$ cat config.mk
export PLATFORM = sky130hd
export DESIGN_NAME = alpha_blend_white_key
export DESIGN_NICKNAME = d
export VERILOG_FILES = /design/src/hdl/awk_pkg.sv /design/src/hdl/awk_key.sv /design/src/hdl/awk_mix.sv /design/src/hdl/alpha_blend_white_key.sv
export SDC_FILE = /design/constraint.sdc
export NUM_CORES = 2
export LEC_CHECK = 0
export ABC_AREA = 1
export BUFFER_PORTS_ARGS = -buffer_cell sky130_fd_sc_hd__buf_2
export CAP_MARGIN = 20
export CORE_MARGIN = 3
export CORE_UTILIZATION = 30
export CTS_CLUSTER_SIZE = 25
export DETAILED_ROUTE_END_ITERATION = 6
export GPL_ROUTABILITY_DRIVEN = 1
export GPL_TIMING_DRIVEN = 0
export SLEW_MARGIN = 20
export SYNTH_ARGS = -nofsm -noshare
export SYNTH_HDL_FRONTEND = slang
export SYNTH_SLANG_ARGS = --single-unit
$ cat constraint.sdc
create_clock -name clk -period 7.55 [get_ports clk]
set_input_delay 0.755 -clock clk [delete_from_list [all_inputs] [get_ports clk]]
set_output_delay 0.755 -clock clk [all_outputs]
set_load 0.01 [all_outputs]
$ cat src/hdl/awk_pkg.sv
// Package for the alpha blend with white keying block.
// Holds field widths, register indexes, reset values and the stage word type.
// Depends on nothing.
package awk_pkg;

    localparam int PIXEL_W     = 32;
    localparam int BLEND_W     = 24;
    localparam int CHAN_W      = 8;
    localparam int RATE_W      = 12;
    localparam int CFG_IDX_W   = 1;
    localparam int SUM_W       = 10;
    localparam int PROD_W      = 18;
    localparam int NUM_W       = 30;
    localparam int QUOT_W      = 14;
    localparam int RECIP_W     = 10;
    localparam int RECIP_PROD_W = QUOT_W + RECIP_W;

    localparam logic [CFG_IDX_W-1:0] REG_KEY_ENABLE = 1'd0;
    localparam logic [CFG_IDX_W-1:0] REG_KEY_RATE   = 1'd1;

    localparam logic [RATE_W-1:0]  KEY_RATE_RESET = 12'd307;
    localparam logic [SUM_W-1:0]   KEY_SUM_TOP    = 10'd768;
    localparam logic [QUOT_W-1:0]  KEY_CLAMP_Q    = 14'd768;
    localparam logic [RECIP_W-1:0] THIRD_RECIP    = 10'd683;
    localparam int                 THIRD_SHIFT    = 11;
    localparam logic [CHAN_W-1:0]  CHAN_MAX       = 8'd255;

    typedef struct packed {
        logic                valid;
        logic [CHAN_W-1:0]   alpha;
        logic [PIXEL_W-1:0]  dest;
        logic [PIXEL_W-1:0]  source;
    } mix_word_t;

endpackage

$ cat src/hdl/awk_key.sv
// Key alpha pipeline: channel sum, gain multiply, divide by three, alpha pick.
// Four register stages; hands a mix_word_t to the blend stage.
// Depends on awk_pkg.
module awk_key
(
    input  logic                             clk,
    input  logic                             rst_n,
    input  logic                             in_valid,
    input  logic [awk_pkg::PIXEL_W-1:0]      dest_pixel,
    input  logic [awk_pkg::PIXEL_W-1:0]      source_pixel,
    input  logic                             key_enable,
    input  logic [awk_pkg::RATE_W-1:0]       key_rate,
    output awk_pkg::mix_word_t               mix_word
);

    logic [2:0]                         valid_reg;
    logic [awk_pkg::PIXEL_W-1:0]        dest_reg   [3];
    logic [awk_pkg::PIXEL_W-1:0]        source_reg [3];
    logic [awk_pkg::SUM_W-1:0]          inv_sum_reg;
    logic [awk_pkg::PROD_W-1:0]         prod_reg;
    logic [awk_pkg::QUOT_W-1:0]         quot_reg;
    logic [awk_pkg::SUM_W-1:0]          sum_next;
    logic [awk_pkg::PROD_W-1:0]         prod_next;
    logic [awk_pkg::NUM_W-1:0]          num_next;
    logic [awk_pkg::RECIP_PROD_W-1:0]   recip_prod;
    logic [awk_pkg::CHAN_W-1:0]         key_next;
    logic [awk_pkg::CHAN_W-1:0]         alpha_next;
    logic [awk_pkg::CHAN_W-1:0]         src_alpha;
    logic                               mix_valid_reg;
    logic [awk_pkg::CHAN_W-1:0]         mix_alpha_reg;
    logic [awk_pkg::PIXEL_W-1:0]        mix_dest_reg;
    logic [awk_pkg::PIXEL_W-1:0]        mix_source_reg;

    always_comb
    begin
        sum_next   = awk_pkg::SUM_W'(source_pixel[7:0])
                   + awk_pkg::SUM_W'(source_pixel[15:8])
                   + awk_pkg::SUM_W'(source_pixel[23:16]);
        prod_next  = {inv_sum_reg, 8'd0} - awk_pkg::PROD_W'(inv_sum_reg);
        num_next   = awk_pkg::NUM_W'(prod_reg) * awk_pkg::NUM_W'(key_rate);
        recip_prod = awk_pkg::RECIP_PROD_W'(quot_reg)
                   * awk_pkg::RECIP_PROD_W'(awk_pkg::THIRD_RECIP);
        if (quot_reg >= awk_pkg::KEY_CLAMP_Q)
        begin
            key_next = awk_pkg::CHAN_MAX;
        end
        else
        begin
            key_next = recip_prod[awk_pkg::THIRD_SHIFT +: awk_pkg::CHAN_W];
        end
        src_alpha  = source_reg[2][31:24];
        alpha_next = src_alpha;
        if (key_enable && (key_next < src_alpha))
        begin
            alpha_next = key_next;
        end
    end

    always_ff @(posedge clk or negedge rst_n)
    begin
        if (!rst_n)
        begin
            valid_reg     <= '0;
            mix_valid_reg <= 1'b0;
        end
        else
        begin
            valid_reg     <= {valid_reg[1:0], in_valid};
            mix_valid_reg <= valid_reg[2];
        end
    end

    always_ff @(posedge clk)
    begin
        inv_sum_reg   <= awk_pkg::KEY_SUM_TOP - sum_next;
        dest_reg[0]   <= dest_pixel;
        source_reg[0] <= source_pixel;
        prod_reg      <= prod_next;
        dest_reg[1]   <= dest_reg[0];
        source_reg[1] <= source_reg[0];
        quot_reg      <= num_next[awk_pkg::NUM_W-1 -: awk_pkg::QUOT_W];
        dest_reg[2]   <= dest_reg[1];
        source_reg[2] <= source_reg[1];
        mix_alpha_reg  <= alpha_next;
        mix_dest_reg   <= dest_reg[2];
        mix_source_reg <= source_reg[2];
    end

    assign mix_word = '{valid:  mix_valid_reg,
                        alpha:  mix_alpha_reg,
                        dest:   mix_dest_reg,
                        source: mix_source_reg};

endmodule

$ cat src/hdl/awk_mix.sv
// Blend stage: per channel dst*(255-a) + src*a, keep the high byte.
// One register stage feeding the result port; depends on awk_pkg.
module awk_mix
(
    input  logic                             clk,
    input  logic                             rst_n,
    input  awk_pkg::mix_word_t               mix_word,
    output logic                             out_valid,
    output logic [awk_pkg::BLEND_W-1:0]      out_pixel
);

    localparam int MIX_W = 2 * awk_pkg::CHAN_W + 1;

    logic                           valid_reg;
    logic [awk_pkg::BLEND_W-1:0]    pixel_reg;
    logic [awk_pkg::BLEND_W-1:0]    pixel_next;
    logic [awk_pkg::CHAN_W-1:0]     inv_alpha;
    logic [MIX_W-1:0]               chan_sum [3];

    always_comb
    begin
        inv_alpha = awk_pkg::CHAN_MAX - mix_word.alpha;
        for (int i = 0; i < 3; i++)
        begin
            chan_sum[i] = MIX_W'(mix_word.dest[8*i +: 8] * inv_alpha)
                        + MIX_W'(mix_word.source[8*i +: 8] * mix_word.alpha);
            pixel_next[8*i +: 8] = chan_sum[i][awk_pkg::CHAN_W +: awk_pkg::CHAN_W];
        end
    end

    always_ff @(posedge clk or negedge rst_n)
    begin
        if (!rst_n)
        begin
            valid_reg <= 1'b0;
        end
        else
        begin
            valid_reg <= mix_word.valid;
        end
    end

    always_ff @(posedge clk)
    begin
        pixel_reg <= pixel_next;
    end

    assign out_valid = valid_reg;
    assign out_pixel = pixel_reg;

endmodule

$ cat src/hdl/alpha_blend_white_key.sv
// Top level of the alpha blend with white keying block.
// Holds the configuration registers; instantiates awk_key and awk_mix; uses awk_pkg.
//
// One word in per clock: busy stays low, so every cycle with start high takes a
// pixel pair. The blended pixel shows on blended_pixel with done high and lasts
// one cycle; the receiver cannot stall it. The path is the key pipeline (channel
// sum, times 255, times rate, divide by three and pick alpha) and one blend stage.
// Write the registers only while no word is in flight.
module alpha_blend_white_key
(
    input  logic                             clk,
    input  logic                             rst_n,
    input  logic                             start,
    output logic                             busy,
    output logic                             done,
    input  logic [awk_pkg::PIXEL_W-1:0]      dest_pixel,
    input  logic [awk_pkg::PIXEL_W-1:0]      source_pixel,
    output logic [awk_pkg::BLEND_W-1:0]      blended_pixel,
    input  logic                             cfg_we,
    input  logic [awk_pkg::CFG_IDX_W-1:0]    cfg_index,
    input  logic [awk_pkg::RATE_W-1:0]       cfg_data
);

    logic                           key_enable_reg;
    logic [awk_pkg::RATE_W-1:0]     key_rate_reg;
    awk_pkg::mix_word_t             mix_word;

    always_ff @(posedge clk or negedge rst_n)
    begin
        if (!rst_n)
        begin
            key_enable_reg <= 1'b0;
            key_rate_reg   <= awk_pkg::KEY_RATE_RESET;
        end
        else if (cfg_we)
        begin
            unique case (cfg_index)
                awk_pkg::REG_KEY_ENABLE: key_enable_reg <= cfg_data[0];
                awk_pkg::REG_KEY_RATE:   key_rate_reg   <= cfg_data;
                default:                 ;
            endcase
        end
    end

    assign busy = 1'b0;

    awk_key u_key
    (
        .clk          (clk),
        .rst_n        (rst_n),
        .in_valid     (start && !busy),
        .dest_pixel   (dest_pixel),
        .source_pixel (source_pixel),
        .key_enable   (key_enable_reg),
        .key_rate     (key_rate_reg),
        .mix_word     (mix_word)
    );

    awk_mix u_mix
    (
        .clk       (clk),
        .rst_n     (rst_n),
        .mix_word  (mix_word),
        .out_valid (done),
        .out_pixel (blended_pixel)
    );

`ifndef SYNTHESIS
    a_done_follows_start: assert property (@(posedge clk) disable iff (!rst_n)
        done |-> $past(start && !busy, 5))
        else $error("done without a word taken five cycles earlier");

    a_alpha_not_above_source: assert property (@(posedge clk) disable iff (!rst_n)
        mix_word.valid |-> (mix_word.alpha <= mix_word.source[31:24]))
        else $error("blend alpha exceeds source alpha");

    a_alpha_plain_when_unkeyed: assert property (@(posedge clk) disable iff (!rst_n)
        (mix_word.valid && !key_enable_reg)
            |-> (mix_word.alpha == mix_word.source[31:24]))
        else $error("alpha differs from source alpha with keying off");
`endif

endmodule
==> impl_summary.log <==
INFO  metric core_region_area = 97,000 um2
INFO  metric netlist.top_cell.by_area = fa_1
INFO  metric clock_tree.htree_level_count = 2
INFO  metric crit_cells = 21
INFO  metric synth_fp_nets = 4,240
INFO  metric numCtsBuffers = 38
INFO  metric post_cts.resized_instances = 0
INFO  metric initial_utilization = 30.4%
INFO  metric design.die.area = 102,000 um2
INFO  metric clock_sinks = 308
INFO  metric syn2layout_area_growth = 11.5%
INFO  metric post_route_cells_drive_above_1_share = 6.21%
INFO  metric post-place-ws = 0.936 ns
INFO  metric largest_register_ff_count = 96
INFO  metric cp_data_required_time = 8.02 ns
INFO  metric cts.reportedPaths.clkPinSlew = 0.08 ns
INFO  metric synth_flop_cell = dfxtp_1
INFO  metric cts_hold_buf = 0
INFO  metric port_buffers = 97
INFO  metric cts_root_buffer = clkbuf_16
INFO  metric worst_setup_path_startpoint = u_key.mix_alpha_reg[2]
INFO  metric synth-edff-count = 0
INFO  metric clock-skew-final = 0.0401 ns
INFO  metric antenna_cells_inserted = 0
INFO  metric rows = 114
INFO  metric critical_path.reg2reg.startpoint = u_key.mix_alpha_reg[2]
INFO  metric yosysMostFrequentCell = inv_1
INFO  metric detail-route-antenna-nets = 0
INFO  metric grt_setup_unrepaired = false
INFO  metric timing.critical_path.max_delay_family = adder cells
INFO  metric synthesis.yosys.warnings = 0
INFO  metric synth.top_cell.area_share = 32.8%
INFO  metric post_synth.cell_area_avg = 8.80 um2
INFO  metric overall_die_height = 319 um
INFO  metric crit_top_cell = fa_1
INFO  metric final_worst_path_period_share = 87.5%
INFO  metric final.setup.worst_slack = 0.943 ns
INFO  metric antenna_violations_before_repair = 0
INFO  metric pin_count_of_the_biggest_net_entering_global_routing = 19
INFO  metric die_w = 319 um
INFO  metric regToRegSetupSlack = 0.94 ns
INFO  metric critical_path_cell_sequence = clkbuf_1 -> clkinv_1 -> nand2_1 -> fa_1 -> fa_1 -> fa_1 -> inv_1 -> fa_1 -> fa_1 -> inv_1 -> fa_1 -> inv_1 -> ha_1 -> a21oi_1 -> o21ai_1 -> a21oi_1 -> o21ai_1 -> nand3_1 -> nand2_1 -> a21oi_1 -> xnor2_1
INFO  metric drv.max_cap_violation_count = 0
INFO  metric worstRegToRegCells = 21
INFO  metric route.detailed.drc = 0
INFO  metric globalRouteOverflowTotal = 0
INFO  metric place.gp.congestion = 0.860
INFO  metric hold_violation_count_in_the_final_report = 0
INFO  metric drt-vias-per-instance = 4.32
INFO  metric worst-endpoint-arrival = 7.07 ns
INFO  metric syn-cell-area = 29,500 um2
INFO  metric floorplan.io_pins = 107
INFO  metric wire_per_inst = 14.6 um
INFO  metric clock_tree_from_tritoncts = done
INFO  metric first_global_vias = 21.2k
INFO  metric grt_pass1_wl = 113 mm
INFO  metric drt-pass1-iter-count = 5
INFO  metric async_flop_share = 5.84%
INFO  metric synth_sequential_area_ratio = 21.3%
INFO  metric hpwlAfterDp = 58.3 mm
INFO  metric detail_route.iter0.violations = 1,095
INFO  metric tns = 0 ns
INFO  metric synth_cells = 3,345
INFO  metric num_vias = 20.7k
INFO  metric status = completed
INFO  metric tightestPinTransition = 0.980 ns
INFO  metric final_period_minus_worst_setup_slack = 6.61 ns
INFO  metric post_cts_buffers = 0
INFO  metric cp_max_stage_cell = clkbuf_1
INFO  metric final-max-slew-violation-count = 0
INFO  metric synth.area.top_cells = fa_1 (33%), dfxtp_1 (20%), ha_1 (14%), inv_1 (12%), nand2_1 (8.5%)
INFO  metric overall_track_demand_over_capacity_in_global_routing = 14.0%
INFO  metric critPathMaxStageDelay = 0.61 ns
INFO  metric final_nets = 4,377
INFO  metric timing.setup.critical_path_class = reg -> reg
INFO  metric worst_skew_pair.late_latency = 0.58 ns
INFO  metric worstSetupStartpointType = flop
INFO  metric sum_of_buffers_and_inverters_on_the_critical_path = 5
INFO  metric critical_path.reg2reg.endpoint = u_mix.out_pixel[6]
INFO  metric hold_path_class = in -> async
INFO  metric report.final.setup_viol = 0
INFO  metric worst-path-max-fanout = 10
INFO  metric aggregate_routed_wire_length = 69.7 mm
INFO  metric timing.critical_path.to_type = flop
INFO  metric fmax = 151 MHz
INFO  metric synth_commonest_cells = inv_1 (956), nand2_1 (668), fa_1 (482), ha_1 (332), dfxtp_1 (290)
INFO  metric endpoint = u_mix.out_pixel[6]
INFO  metric clk_path_buf_depth = 3
INFO  metric synth_cell_types = 50
INFO  metric synth-seq-cells = 308
INFO  metric slew-limit-headroom = 34.6%
INFO  metric num-fill-cells = 10.1k
[layout make-up]
| cell class | instances | area (um2) | area share [%] |
|---|---|---|---|
| Multi-Input combinational cell | 1967 | 19100 | 58.3 |
| Sequential cell | 308 | 6260 | 19.1 |
| Inverter | 968 | 3630 | 11.1 |
| Tap cell | 1276 | 1600 | 4.86 |
| Clock buffer | 45 | 1040 | 3.16 |
| Timing Repair Buffer | 97 | 485 | 1.48 |
| Buffer | 102 | 420 | 1.28 |
| Clock inverter | 21 | 262 | 0.796 |
[cell usage in the layout (no fill, tap or decap), types with 5 or more instances in the layout]
cell type and count:
dfxtp_1 290, fa_1 482, dfrtp_1 13, o21ai_0 25
nand3_1 51, nor3_1 10, xor2_1 51, a21o_1 11
a21oi_1 87, clkinv_1 7, o21ai_1 5, mux2_2 11
nand4_1 10, ha_1 332, xnor2_1 34, a31oi_1 6
nor2_1 141, clkbuf_2 14, inv_2 5, buf_2 98
dfstp_2 5, inv_1 956, nand2_1 668, buf_1 13
inv_6 5, clkbuf_1 72, clkbuf_16 39
[layer usage]
layer | GRT usage (%) | vias up | share of wire, %
met1 | 18.7 | 10095 | 44
met4 | 4.52 | 2 | 3.1
met3 | 2.78 | 102 | 6.6
li1 | - | 9935 | -
met5 | 0.694 | - | 0.14
met2 | 22.8 | 531 | 46
[worst min-delay path by stage]
stage | endpoint | start | depth (start not counted)
4_1_cts | u_key.valid_reg[0] | rst_n | 1
3_5_place_dp | u_key.dest_reg[2][20] | u_key.dest_reg[1][20] | 0
5_1_grt | u_key.valid_reg[0] | rst_n | 1
6_report | key_rate_reg[7] | rst_n | 1
3_3_place_gp | u_key.source_reg[0][46] | u_key.source_reg[0][14] | 0
2_1_floorplan | u_key.dest_reg[1][0] | u_key.dest_reg[0][0] | 0
[metrics by stage]
stage               area [um2]  utilization [%]  instances  hold slack (ns)
floorplan                29500                -       3345            0.310
global placement         31500             32.5       4718            0.310
detailed placement       31500             32.5       4718            0.312
CTS                      32800             33.9       4784           0.0636
global route             32800             33.9       4784           0.0881
finish                   32800             33.9       4784           0.0904
[cells by family (layout without fill, tap and decap cells)]
group	count (synthesis)	count (layout)	share of synthesized area, %
compound gates	161	161	3.16
xor+xnor	85	85	2.53
fa+ha+maj	814	814	46.9
buf+inv	1070	1233	13.8
flops	308	308	21.3
mux	11	11	0.421
other cells	1	1	0.0127
simple gates	895	895	12.0
Power is left out: the tool's default activity adds up to more than one toggle a clock period on the data nets, which glitch-free logic cannot reach.
